$ cat src/hw/rtl/ppgbd_pkg.sv
// Shared types, constants and filter coefficients of the beat detector.
// No dependencies.
package ppgbd_pkg;

  localparam int unsigned FILT_W     = 30;
  localparam int unsigned SWING_W    = 30;
  localparam int unsigned RISE_W     = 3;
  localparam int unsigned CFG_IDX_W  = 2;
  localparam int unsigned CFG_DATA_W = 30;
  localparam int unsigned COEF_W     = 14;
  localparam int unsigned TAP_IDX_W  = 4;
  localparam int unsigned BACK_W     = 5;
  localparam int unsigned NUM_TAPS   = 23;
  localparam int unsigned FIR_SHIFT  = 8;

  localparam logic [TAP_IDX_W-1:0] CENTER_TAP = TAP_IDX_W'(11);

  localparam logic [CFG_IDX_W-1:0] CFG_MIN_SWING = 2'd0;
  localparam logic [CFG_IDX_W-1:0] CFG_MAX_SWING = 2'd1;
  localparam logic [CFG_IDX_W-1:0] CFG_RISE_RUN  = 2'd2;

  localparam logic [SWING_W-1:0] MIN_SWING_RST = 30'd75;
  localparam logic [SWING_W-1:0] MAX_SWING_RST = 30'd2500000;
  localparam logic [RISE_W-1:0]  RISE_RUN_RST  = 3'd5;

  typedef struct packed {
    logic [SWING_W-1:0] min_swing;
    logic [SWING_W-1:0] max_swing;
    logic [RISE_W-1:0]  rise_run_needed;
  } ppgbd_cfg_t;

  typedef struct packed {
    logic mul;
    logic clr;
    logic acc;
  } ppgbd_mac_ctrl_t;

  function automatic logic signed [COEF_W-1:0] fir_coef(input logic [TAP_IDX_W-1:0] k);
    logic signed [COEF_W-1:0] c;
    case (k)
      4'd0:    c = -14'sd111;
      4'd1:    c = -14'sd83;
      4'd2:    c = -14'sd10;
      4'd3:    c = 14'sd202;
      4'd4:    c = 14'sd603;
      4'd5:    c = 14'sd1212;
      4'd6:    c = 14'sd2009;
      4'd7:    c = 14'sd2923;
      4'd8:    c = 14'sd3842;
      4'd9:    c = 14'sd4632;
      4'd10:   c = 14'sd5167;
      4'd11:   c = 14'sd5356;
      default: c = '0;
    endcase
    return c;
  endfunction

endpackage

$ cat src/hw/rtl/ppgbd_mac.sv
// Shared signed multiplier with product register and accumulator.
// Depends on ppgbd_pkg for the control struct.
module ppgbd_mac import ppgbd_pkg::*; #(
  parameter int unsigned A_W   = 22,
  parameter int unsigned B_W   = 22,
  parameter int unsigned ACC_W = 41
) (
  input  logic                        clk_i,
  input  ppgbd_mac_ctrl_t             ctrl_i,
  input  logic signed [A_W-1:0]       a_i,
  input  logic signed [B_W-1:0]       b_i,
  output logic signed [A_W+B_W-1:0]   prod_o,
  output logic signed [ACC_W-1:0]     acc_o
);

  logic signed [A_W+B_W-1:0] prod_q;
  logic signed [ACC_W-1:0]   acc_q;

  always_ff @(posedge clk_i) begin
    if (ctrl_i.mul) begin
      prod_q <= a_i * b_i;
    end
    if (ctrl_i.clr) begin
      acc_q <= '0;
    end else if (ctrl_i.acc) begin
      acc_q <= acc_q + ACC_W'(prod_q);
    end
  end

  assign prod_o = prod_q;
  assign acc_o  = acc_q;

endmodule

$ cat config.mk
export PLATFORM = sky130hd
export DESIGN_NAME = ppgbd_mac
export DESIGN_NICKNAME = d
export VERILOG_FILES = /design/src/hw/rtl/ppgbd_pkg.sv /design/src/hw/rtl/ppgbd_mac.sv
export SDC_FILE = /design/constraint.sdc
export NUM_CORES = 2
export LEC_CHECK = 0
export ABC_AREA = 1
export BUFFER_PORTS_ARGS = -buffer_cell sky130_fd_sc_hd__buf_2
export CAP_MARGIN = 5
export CELL_PAD_IN_SITES_DETAIL_PLACEMENT = 2
export CELL_PAD_IN_SITES_GLOBAL_PLACEMENT = 2
export CORE_MARGIN = 10
export CORE_UTILIZATION = 35
export DETAILED_ROUTE_END_ITERATION = 7
export GPL_ROUTABILITY_DRIVEN = 0
export HOLD_SLACK_MARGIN = 0.12
export PLACE_DENSITY_LB_ADDON = 0.1
export SETUP_SLACK_MARGIN = 0.4
export SLEW_MARGIN = 20
export SYNTH_ARGS = -nofsm -noshare
export SYNTH_HDL_FRONTEND = slang
export SYNTH_SLANG_ARGS = --single-unit
$ cat constraint.sdc
create_clock -name clk_i -period 6.6 [get_ports clk_i]
set_clock_uncertainty 0.15 [all_clocks]
set_input_delay 0.99 -clock clk_i [delete_from_list [all_inputs] [get_ports clk_i]]
set_output_delay 0.99 -clock clk_i [all_outputs]
set_load 0.02 [all_outputs]
After elaboration in Yosys (flattened, before gate mapping):

Index checks and enable logic that the tools add are counted.

* bits in registers: 85
* input bits: 48
* word-level logic and storage cells: 4

* add/sub/neg operators: 1
* multiply operators: 1

Operators by type and width (count)
* $mul 22x22->44: 1
* $add 41x41->41: 1

Longest topological paths before layout:

* word-level depth: 1
* gate-level depth with buffers: 28
* gate-level depth less buffers: 27

Worst setup path before layout:

No wires, ideal clock.

* path kind: in2reg
* from: input a_i[21]
* to: register prod_q[43] (netlist: prod_o[43]) (data pin)
* setup time: 0.252 ns
* arrival: 6.804 ns
* setup slack: -0.606 ns
* stages on the path: 26
* buffers on the path: 1
* cells stage by stage: clkbuf_1 -> nand2_1 -> inv_1 -> fa_1 -> inv_1 -> fa_1 -> inv_1 -> fa_1 -> inv_1 -> fa_1 -> inv_1 -> fa_1 -> fa_1 -> inv_1 -> fa_1 -> inv_1 -> ha_1 -> nand2_2 -> nor2_1 -> inv_1 -> nor2_2 -> inv_1 -> nor4_1 -> nand3_1 -> nand3_1 -> nand2_1

* cells in the longest elaborated chain, start to end: 1

Ends and longest elaborated chain
* start: declaration: RTL line ppgbd_mac.sv:10 `input logic signed [A_W-1:0] a_i,`
* $mul 22x22->44: RTL line ppgbd_mac.sv:21 `prod_q <= a_i * b_i;`
* end signal: assignment: RTL line ppgbd_mac.sv:21
* end: declaration: RTL line ppgbd_mac.sv:16 `logic signed [A_W+B_W-1:0] prod_q;`

Every way passes these cells.
A chain may end at the register's enable or synchronous reset.

Worst setup path in the final report:

* from: input b_i[4]
* to: register prod_q[40] (netlist: prod_o[40]) (data pin)

* cells in the longest elaborated chain, start to end: 1

Ends and longest elaborated chain
* start: declaration: RTL line ppgbd_mac.sv:11 `input logic signed [B_W-1:0] b_i,`
* $mul 22x22->44: RTL line ppgbd_mac.sv:21

Every way passes these cells.

==> flow_summary.ini <==
[outcome]
status = finished, violations left
violations = setup timing

[worst_setup_path]
crit_slowest_cell = fa_1
crit_arrival_ps = 6950
crit_fanout = 7
path_class = in -> reg
worst_ep_required_time_ps = 6570
crit_top_cell = fa_1
worst_setup_path_start_kind = primary input
max_stage_delay_ps = 550
critPathTopFamily = adder cells
path_buf_inv = 10
endpoint_kind = flip-flop

[grt]
grt_most_used_layer = met2
grt_pass1_vias = 27900
grt_pass1_wl_um = 163000
grt_max_degree = 66
grtUsageMet1 = 0.291
met2_usage = 0.500
gr-usage-all-layers = 0.256
antenna_found_initial = 0
met3_usage = 0.0178
grt-ovfl-total = 0

[routing]
vias_per_cell = 5.09
wl_um = 120000
routedWlPerCell_um = 25.8
antenna_left = 0
drtIter0Drc = 1227
vias = 23700
firstDrtPassIters = 5
drc = 0

[timing]
layout_worst_path_cycle_share = 1.06
setup_viol = 27
setup_ws_ps = -379
max_freq_mhz = 143
holdWs_ps = 377
final-hold-violation-count = 0
max-slew-margin-rel = 0.285
fin_crit_ps = 6980
rsz0062_at_grt = yes
worst_pin_slew_ps = 1070
timing.final.max_slew_violations = 0

[finish]
final_cells = 4652
fill_cells = 7825
nets = 4432
finalCoreUtilization = 0.465
drive_gt1_frac = 0.269
antenna_cells = 0
synthToLayoutAreaGrowth_pct = 31.1

[logic_synthesis]
synth_simple_gate_area_frac = 0.195
avgSynthCellArea_um2 = 7.56
synth_flop_cell = edfxtp_1
synth-compound-area-share = 0.0469
syn_nets = 4024
synth-xor-area-share = 0.0221
netlist_area_um2 = 24900
synth_edf_count = 44
synth-adder-area-share = 0.491
synth.distinct_cells = 42
ys_seq_area_frac = 0.0859
syn_inst = 3299
ys_warn_count = 0
synth_top_family_by_area = adder cells
async_flop_share = 0
synthMuxAreaShare = 0
synth_seq_cells = 85

[floorplanning]
die_x_um = 287
start_util = 0.355
pin_count = 133
core.rowCount = 97
coreArea_um2 = 70300
die_y_um = 287
dieArea_um2 = 82300

[clocking]
cts_buffer_depth = 2
clockRootBuffer = clkbuf_16
ctsHtreeMaxLevel = 3
numCtsBuffers = 9
cts_tree = yes
cts.sinks = 85
cts_hold_buf = 0
clk_pin_slew_ps = 80
insertion_delay_ps = 370

[run]
maxCapViolations = 0

[placed_design]
portBuffers = 132
dp.cells = 4562
dp_hpwl_um = 88100
pre_cts_slack_ps = -1090

[min_path]
hp-class = reg -> reg
-- layout make-up --
| class | instances | area (um^2) | area share |
|---|---|---|---|
| clock buffer | 10 | 229 | 0.00701 |
| clock inverter | 6 | 53.8 | 0.00165 |
| inverter | 953 | 3610 | 0.110 |
| multi-input combinational | 2160 | 21100 | 0.644 |
| sequential | 85 | 2140 | 0.0655 |
| tap | 940 | 1180 | 0.0360 |
| timing repair buffer | 498 | 4430 | 0.135 |
-- tightest hold or removal path: cells and delay by family, from the launching register on --
kind	cells	cell delay, ps
flops	1	330
compound gates	1	70
simple gates	1	80
-- cell families (layout without fill, tap and decap cells) --
kind of cell | Yosys count | after routing
buf+inv | 1054 | 1467
flops | 85 | 85
fa+ha+maj | 677 | 677
xor+xnor | 63 | 63
simple gates | 1217 | 1217
compound gates | 203 | 203
-- worst paths after layout --
check,startpoint,end,slack [ps],cells after the start
setup / recovery,b_i[4],prod_o[40],-380,25
hold / removal,acc_o[0],acc_o[0],380,2
setup reg to reg,prod_o[2],acc_o[25],3520,13
hold reg to reg,acc_o[0],acc_o[0],380,2
-- cells in the final DEF (no fill, tap or decap), types with 9 or more instances in the layout --
cell	synthesis	layout
inv_1	951	830
nand2_1	825	734
fa_1	502	466
buf_4	0	284
nor2_1	247	194
ha_1	175	134
inv_2	2	111
buf_2	3	92
buf_6	0	69
nand2_2	15	61
nand3_1	76	59
a21oi_1	87	52
edfxtp_1	44	44
nand2_4	0	42
o21ai_0	64	42
ha_4	0	41
dfxtp_1	41	41
nor2_4	0	37
xor2_1	42	36
fa_2	0	36
buf_12	0	36
a21oi_2	3	24
nor2_2	8	24
xnor2_1	21	19
nand3_2	3	17
nand4_1	17	17
a21oi_4	0	14
clkbuf_16	0	14
inv_4	0	12
o21ai_1	4	10
o21bai_1	14	10
a21o_1	10	9
o21ai_2	0	9
-- state kept, by name, summed over array words and instances, names as in the netlist --
register	cells
prod_o	44
acc_o	41
-- cells in the mapped netlist, drive strengths merged, types with 4 or more instances --
cell      n  area (um^2)
a21oi    90          462
a21o     10         75.1
xnor2    21          184
xor2     42          368
nor2    255          977
or2       6         37.5
o21ai    69          357
nor3     11         75.1
ha      175         2190
nand4    17          106
edfxtp   44         1320
a31oi     5         31.3
nand2   840         3190
a21boi    6         56.3
o21a      4         30.0
dfxtp    41          821
fa      502        10000
o21bai   16          135
nand3    79          410
clkbuf   96          360
nor4      5         43.8
inv     953         3580
buf       5         22.5
-- per-stage QoR --
step                instance area [um^2]  setup TNS [ps]
CTS                                31300           -1060
global placement                   29400          -15410
global route                       32700           -8500
finish                             32700           -6050
floorplan                          25700            -918
detailed placement                 29400          -19810
-- layer usage --
metal | wire (um) | share of wire
met1 | 45700 | 0.38
met2 | 64300 | 0.53
met3 | 4210 | 0.035
met4 | 5990 | 0.050
met5 | 0 | 0
-- timing repair --
item	in CTS	in global routing
pin swaps	140	189
setup endpoints to repair	33	35
setup buffers	36	31
gates resized for setup	331	305
cloned	2	5
Power is not shown: default switching activity piles up to over one toggle a cycle in this logic, so the estimate is an artifact.
