===== config.mk =====
export PLATFORM = sky130hd
export DESIGN_NAME = ppgbd_shape
export DESIGN_NICKNAME = d
export VERILOG_FILES = /design/src/hw/rtl/ppgbd_pkg.sv /design/src/hw/rtl/ppgbd_shape.sv
export SDC_FILE = /design/constraint.sdc
export NUM_CORES = 1
export LEC_CHECK = 0
export ABC_AREA = 1
export BUFFER_PORTS_ARGS = -buffer_cell sky130_fd_sc_hd__buf_2
export CAP_MARGIN = 25
export CORE_MARGIN = 2
export CORE_UTILIZATION = 35
export CTS_CLUSTER_SIZE = 40
export DETAILED_ROUTE_END_ITERATION = 10
export PLACE_DENSITY = 0.58
export SETUP_SLACK_MARGIN = 0.3
export SLEW_MARGIN = 10
export SYNTH_ARGS = -nofsm -noshare
export SYNTH_HDL_FRONTEND = slang
export SYNTH_SLANG_ARGS = --single-unit

===== constraint.sdc =====
create_clock -name clk_i -period 10.04 [get_ports clk_i]
set_input_delay 0.502 -clock clk_i [delete_from_list [all_inputs] [get_ports clk_i]]
set_output_delay 0.502 -clock clk_i [all_outputs]
set_load 0.02 [all_outputs]

===== src/hw/rtl/ppgbd_pkg.sv =====
// Shared types, constants and filter coefficients of the beat detector.
// No dependencies.
package ppgbd_pkg;

  localparam int unsigned FILT_W     = 30;
  localparam int unsigned SWING_W    = 30;
  localparam int unsigned RISE_W     = 3;
  localparam int unsigned CFG_IDX_W  = 2;
  localparam int unsigned CFG_DATA_W = 30;
  localparam int unsigned COEF_W     = 14;
  localparam int unsigned TAP_IDX_W  = 4;
  localparam int unsigned BACK_W     = 5;
  localparam int unsigned NUM_TAPS   = 23;
  localparam int unsigned FIR_SHIFT  = 8;

  localparam logic [TAP_IDX_W-1:0] CENTER_TAP = TAP_IDX_W'(11);

  localparam logic [CFG_IDX_W-1:0] CFG_MIN_SWING = 2'd0;
  localparam logic [CFG_IDX_W-1:0] CFG_MAX_SWING = 2'd1;
  localparam logic [CFG_IDX_W-1:0] CFG_RISE_RUN  = 2'd2;

  localparam logic [SWING_W-1:0] MIN_SWING_RST = 30'd75;
  localparam logic [SWING_W-1:0] MAX_SWING_RST = 30'd2500000;
  localparam logic [RISE_W-1:0]  RISE_RUN_RST  = 3'd5;

  typedef struct packed {
    logic [SWING_W-1:0] min_swing;
    logic [SWING_W-1:0] max_swing;
    logic [RISE_W-1:0]  rise_run_needed;
  } ppgbd_cfg_t;

  typedef struct packed {
    logic mul;
    logic clr;
    logic acc;
  } ppgbd_mac_ctrl_t;

  function automatic logic signed [COEF_W-1:0] fir_coef(input logic [TAP_IDX_W-1:0] k);
    logic signed [COEF_W-1:0] c;
    case (k)
      4'd0:    c = -14'sd111;
      4'd1:    c = -14'sd83;
      4'd2:    c = -14'sd10;
      4'd3:    c = 14'sd202;
      4'd4:    c = 14'sd603;
      4'd5:    c = 14'sd1212;
      4'd6:    c = 14'sd2009;
      4'd7:    c = 14'sd2923;
      4'd8:    c = 14'sd3842;
      4'd9:    c = 14'sd4632;
      4'd10:   c = 14'sd5167;
      4'd11:   c = 14'sd5356;
      default: c = '0;
    endcase
    return c;
  endfunction

endpackage


===== src/hw/rtl/ppgbd_shape.sv =====
// Peak/valley shape rules, rising-run count and beat decision.
// Depends on ppgbd_pkg for the configuration struct.
module ppgbd_shape import ppgbd_pkg::*; #(
  parameter int unsigned Y_W = 31
) (
  input  logic                  clk_i,
  input  logic                  rst_ni,
  input  logic                  step_i,
  input  logic signed [Y_W-1:0] y0_i,
  input  ppgbd_cfg_t            cfg_i,
  output logic                  beat_o
);

  localparam int unsigned SW_W = (Y_W + 1 > SWING_W + 1) ? Y_W + 1 : SWING_W + 1;

  logic signed [Y_W-1:0] y1_q, y2_q, peak_q, valley_q;
  logic signed [Y_W-1:0] peak_d, valley_d;
  logic                  mpeak_q, mvalley_q, pseen_q, vseen_q;
  logic                  mpeak_d, mvalley_d, pseen_d, vseen_d;
  logic [RISE_W-1:0]     rise_q, rise_d;
  logic signed [SW_W-1:0] swing, min_s, max_s;
  logic                  beat;

  always_comb begin
    mpeak_d   = mpeak_q;
    mvalley_d = mvalley_q;
    pseen_d   = pseen_q;
    vseen_d   = vseen_q;
    peak_d    = peak_q;
    valley_d  = valley_q;
    rise_d    = rise_q;
    beat      = 1'b0;

    if (y2_q == y1_q && y1_q < y0_i) begin
      if (mvalley_d) begin
        vseen_d   = 1'b1;
        valley_d  = y1_q;
        mvalley_d = 1'b0;
      end
      mpeak_d = 1'b0;
    end
    if (y2_q == y1_q && y1_q > y0_i) begin
      mvalley_d = 1'b0;
      if (mpeak_d && y1_q > 0) begin
        mpeak_d = 1'b0;
        pseen_d = 1'b1;
        peak_d  = y1_q;
      end
    end
    if (y2_q < y1_q && y1_q == y0_i) begin
      mpeak_d = 1'b1;
    end
    if (y2_q < y1_q && y1_q > y0_i && y1_q > 0) begin
      pseen_d = 1'b1;
      peak_d  = y1_q;
    end
    if (y2_q > y1_q && y1_q < y0_i) begin
      vseen_d  = 1'b1;
      valley_d = y1_q;
    end
    if (y2_q > y1_q && y1_q == y0_i) begin
      mvalley_d = 1'b1;
    end

    if (rise_d < cfg_i.rise_run_needed) begin
      rise_d = (y1_q <= y0_i) ? rise_d + 1'b1 : '0;
    end

    swing = SW_W'(peak_d) - SW_W'(valley_d);
    min_s = SW_W'($signed({1'b0, cfg_i.min_swing}));
    max_s = SW_W'($signed({1'b0, cfg_i.max_swing}));

    if (pseen_d) begin
      beat      = vseen_d && (rise_d == cfg_i.rise_run_needed) &&
                  (swing > min_s) && (swing < max_s);
      mpeak_d   = 1'b0;
      mvalley_d = 1'b0;
      pseen_d   = 1'b0;
      vseen_d   = 1'b0;
      rise_d    = '0;
    end
  end

  always_ff @(posedge clk_i or negedge rst_ni) begin
    if (!rst_ni) begin
      y1_q      <= '0;
      y2_q      <= '0;
      peak_q    <= '0;
      valley_q  <= '0;
      mpeak_q   <= 1'b0;
      mvalley_q <= 1'b0;
      pseen_q   <= 1'b0;
      vseen_q   <= 1'b0;
      rise_q    <= '0;
    end else if (step_i) begin
      y2_q      <= y1_q;
      y1_q      <= y0_i;
      peak_q    <= peak_d;
      valley_q  <= valley_d;
      mpeak_q   <= mpeak_d;
      mvalley_q <= mvalley_d;
      pseen_q   <= pseen_d;
      vseen_q   <= vseen_d;
      rise_q    <= rise_d;
    end
  end

  assign beat_o = beat;

endmodule


* Yosys cells after proc, flatten, opt, wreduce, memory -nomap -nowiden *
Cells that the tools add are included.

cells by class
  mux-type cells = 26
  reductions and logical operators = 13
  add/sub/neg operators = 2
  eq/ne operators = 3
  magnitude comparators = 9

operators with widths
  kind                   count
  $mux W31               6
  $eq A31 B31 Y1         2
  $gt A31 B31 Y1         2
  $lt A31 B31 Y1         2
  $gt A32 B31 Y1         1
  $lt A32 B31 Y1         1
  $sub A31 B31 Y32       1
  $gt A31 B1 Y1 const B  1
  $le A31 B31 Y1         1
  $mux W1                17
  $logic_and A1 B1 Y1    11
  $mux W3                3
  $reduce_bool A4 Y1     1
  $add A3 B1 Y3 const B  1
  $eq A3 B3 Y1           1
  $lt A3 B3 Y1           1
  $reduce_and A2 Y1      1

storage, ports and cells
  input port bits = 97
  register bits after elaboration = 130

* Depth between registers and ports, before layout *
  word-level depth = 12
  depth in mapped cells = 41
  depth with buffers taken out = 41

* Least setup slack after synthesis *
No wires, ideal clock.

  path type = input -> output
  from = in y0_i[30]
  to = out beat_o
  slack = 4.375 ns
  data arrival time = 5.163 ns
  data required time = 9.538 ns
  stages on the path = 36
  path through = inv_1 ha_1 a21o_1 nor2_1 nand2_1 a21oi_1 nand3_1 nand2_1 nand3_2 nor2_4 inv_2 buf_2 nand2_1 o21ai_1 fa_1 nand2_1 nand2_1 nand3b_1 nand2_1 nand2_1 nand2_1 a21oi_1 o21ai_1 nand2_1 nand2_1 a21oi_1 xor2_1 inv_1 ha_1 nand2_1 inv_1 a221oi_1 o311ai_0 nor2_1 nand2_1 nor2_1

between the ends
  cells in the longest elaborated chain, start to end = 12
  elaborated cells on any way between the ends = 30
  classes of those cells = add/sub (1); order compare (5); eq/ne (1); mux (14); reduce/logical (9)

ends and longest elaborated chain
  item                   RTL line           source
  from (decl)            ppgbd_shape.sv:9   input logic signed [Y_W-1:0] y0_i,
  $lt A31 B31 Y1         ppgbd_shape.sv:34  if (y2_q == y1_q && y1_q < y0_i) begin
  $logic_and A1 B1 Y1    ppgbd_shape.sv:34
  $mux W1                ppgbd_shape.sv:34
  $logic_and A1 B1 Y1    ppgbd_shape.sv:44  if (mpeak_d && y1_q > 0) begin
  $mux W31               ppgbd_shape.sv:44
  $mux W31               ppgbd_shape.sv:42  if (y2_q == y1_q && y1_q > y0_i) begin
  $mux W31 *             ppgbd_shape.sv:53  if (y2_q < y1_q && y1_q > y0_i && y1_q > 0) begin
  named net peak_d[1]    ppgbd_shape.sv:17  logic signed [Y_W-1:0] peak_d, valley_d;
  $sub A31 B31 Y32 *     ppgbd_shape.sv:69  swing = SW_W'(peak_d) - SW_W'(valley_d);
  $gt A32 B31 Y1         ppgbd_shape.sv:75  (swing > min_s) && (swing < max_s);
  $logic_and A1 B1 Y1    ppgbd_shape.sv:74  beat = vseen_d && (rise_d == cfg_i.rise_run_needed) &&
  $logic_and A1 B1 Y1 *  ppgbd_shape.sv:75
  $mux W1 *              ppgbd_shape.sv:73  if (pseen_d) begin
  to (decl)              ppgbd_shape.sv:11  output logic beat_o

Mark *: on every way through the listed nets, which the timed path passes. The rest lies on a longest branch.

* Worst setup path after layout *
  from = reg y1_q[26]
  to = out beat_o

between the ends
  cells in the longest elaborated chain, start to end = 12
  elaborated cells on any way between the ends = 35
  classes of those cells = add/sub (1); order compare (8); eq/ne (2); mux (15); reduce/logical (9)

ends and longest elaborated chain
  item                                                     RTL line                              source
  from (decl)                                              ppgbd_shape.sv:16                     logic signed [Y_W-1:0] y1_q, y2_q, peak_q, valley_q;
  from (signal assigned)                                   ppgbd_shape.sv:97                     y1_q <= y0_i;
  $lt A31 B31 Y1 / $eq A31 B31 Y1 (equally long branches)  ppgbd_shape.sv:34, ppgbd_shape.sv:42
  $logic_and A1 B1 Y1                                      ppgbd_shape.sv:34
  $mux W1                                                  ppgbd_shape.sv:34
  $logic_and A1 B1 Y1                                      ppgbd_shape.sv:44
  $mux W31                                                 ppgbd_shape.sv:44
  $mux W31                                                 ppgbd_shape.sv:42
  $mux W31 *                                               ppgbd_shape.sv:53
  named net peak_d[1]                                      ppgbd_shape.sv:17
  $sub A31 B31 Y32 *                                       ppgbd_shape.sv:69
  $gt A32 B31 Y1                                           ppgbd_shape.sv:75
  $logic_and A1 B1 Y1                                      ppgbd_shape.sv:74
  $logic_and A1 B1 Y1 *                                    ppgbd_shape.sv:75
  $mux W1 *                                                ppgbd_shape.sv:73

Marked as above.

==> out/metrics.csv <==
metric,value,unit
via_count,9280,
grt_pass1_vias,8753,
finalSetupTns,0,ns
gr-total-overflow,0,
crit_required,9.54,ns
synth_top_area_share,30.68,%
root_buffer,clkbuf_16,
synth_top_family_by_area,simple AND/OR/NAND/NOR gates,
crit-reg2reg-launch,y1_q[26],
ff2ff_setup_slack,6.51,ns
rsz0062_at_grt,false,
yosysTopAreaCell,dfrtp_1,
max_slew_margin,35.37,%
status,"complete, no violations",
grt_start_max_net_pins,75,
die_area,31700,um2
r2r-end,valley_q[21],
io_buffer_count,97,
hold_ws,0.06855,ns
startpoint_type,flop,
die_height,178.1,um
max_freq,135.9,MHz
synth_xor_area_share,2.478,%
cp_top_family,compound AO/OA/AOI/OAI gates,
cts_hold_buf,0,
numCtsBuffers,17,
placed_cell_area,11340,um2
utilization,40.18,%
path_clk_slew,0.06,ns
cts_max_level,4,
grt_usage,16.77,%
fin_crit_sh,73.27,%
dieWidth,178.1,um
ant_nets,0,
hpwl,19.62,mm
grt_pass1_wl,43.03,mm
synth_edf_count,0,
tritoncts,built,
start_util,35.68,%
worstRegToRegCells,16,
path_max_fanout,60,
ios,98,
slew_viol_final,0,
fillers,3131,
core-area,29720,um2
cp_data_arrival_time,6.85,ns
synthMuxAreaShare,0,%
crit_path_end_kind,primary output,
nets,1780,
p_leak,0.006405,uW
path_class,flop to primary output,
synth.most_common_cell,nand2_1,
area.growth.synth_to_final,12.62,%
drc,0,
synth_ff_type,dfrtp_1,
clock-sinks,130,
ys_warn_count,0,
yosysUniqueCellTypes,45,
finalInstanceArea,11940,um2
synth-compound-area-share,16.57,%
irDropWorstVdd,0.1229,mV
drt_iter0_drc,644,
synthAdderAreaFrac,18.48,%
fp-row-count,63,
gp_congestion,0.8202,
wl_per_cell,13.22,um
maxCapViolations,0,
cp_slowest_cell,inv_2,
cts_resized,0,
ys_top_cells_by_count,"nand2_1, inv_1, ha_1, dfrtp_1, o21ai_0",
final_hold_viol_count,0,
setup_slack,2.684,ns
period_needed,7.356,ns
synth-simple-area-share,22.16,%
synthCells,1445,
multi_input_area,6329,um2
ys_ff_latch,130,
netlist_area,10600,um2
routed_wirelength,25.51,mm
drive_above_1_share,11.24,%
clk_latency,0.42,ns
yosysSeqAreaShare,30.68,%
firstDrtPassIters,5,
worst_pin_slew,0.9681,ns
power.density,358.1,nW/um2
vias_per_cell,4.811,
synthArstFlopShare,100.0,%
place_ws,2.971,ns
diodes,0,
post_cts_buffers,0,
skew,0.007096,ns
hold_class,input pin to asynchronous set/reset pin,
synth.avg_cell_area,7.337,um2
crit_buf_inv,3,
cts.path.max_buffers,2,
slowest_delay,0.71,ns
regArea,3253,um2
setup_viol,0,
synth_nets,1698,
cp_common_cell,nand2_1,
antenna_found_initial,0,
synth_area_leaders,"dfrtp_1, ha_1, nand2_1, inv_1, o21ai_0",
how the worst max path moves through the flow:
stage	from	endpoint	slack (ns)	depth (start not counted)
finish	y1_q[26]	beat_o	2.68	35
global route	y1_q[26]	beat_o	1.97	35
CTS	y1_q[26]	beat_o	2.60	35
detailed placement	y0_i[30]	beat_o	2.97	33
global placement	y0_i[14]	beat_o	3.14	35
floorplan	y0_i[30]	beat_o	4.37	36
stage by stage:
step           std cells  power, uW
6_report            1929       4275
5_1_grt             1929       4812
4_1_cts             1929       4302
3_5_place_dp        1898       3653
3_3_place_gp        1898       3585
2_1_floorplan       1445       2997
power breakdown:
group          total, uW  switching [uW]  internal [uW]  leakage, uW
Sequential           748            77.0            671      0.00163
Clock                623             226            397     0.000295
Combinational       2900            1780           1130      0.00448
per-layer routing:
layer	track usage [%]	vias up	share of wire, %
li1	-	4932	-
met5	0	-	0
met3	2.344	17	4.7
met4	3.859	0	1.1
met1	26.02	4138	55
met2	24.31	193	39
final cells by class:
cell class	count	area share, %
tap	390	4.087
timing repair buffer	101	4.338
inverter	201	6.319
clock inverter	8	0.8383
clock buffer	23	4.171
sequential	130	27.25
multi-input combinational	1076	53.00
layout by cell type (no fill, tap or decap), types with 4 or more instances in the layout:
| cell type | count |
|---|---|
| nand2_1 | 424 |
| inv_1 | 193 |
| ha_1 | 155 |
| dfrtp_1 | 130 |
| buf_2 | 96 |
| o21ai_0 | 93 |
| o21ai_1 | 83 |
| a21oi_1 | 78 |
| nor2_1 | 71 |
| nand3_1 | 32 |
| o21ai_2 | 30 |
| nand4_1 | 21 |
| xor2_1 | 19 |
| clkbuf_16 | 17 |
| xnor2_1 | 11 |
| nor3_1 | 9 |
| inv_2 | 6 |
| a21o_1 | 6 |
| a31oi_1 | 5 |
| clkbuf_8 | 5 |
| buf_4 | 5 |
| nor4_1 | 4 |
kinds of logic (layout without fill, tap and decap cells):
family / count (synthesis) / after routing
compound gates: 314 / 314
buf+inv: 239 / 333
xor+xnor: 30 / 30
fa+ha+maj: 156 / 156
simple gates: 576 / 576
flops: 130 / 130
registers in the layout (all words and copies together) (netlist names):
register and cells:
mpeak_q 1, peak_q 31, y1_q 31, vseen_q 1, rise_q 3, y2_q 31
valley_q 31, mvalley_q 1
(Power assumes the default switching activity.)
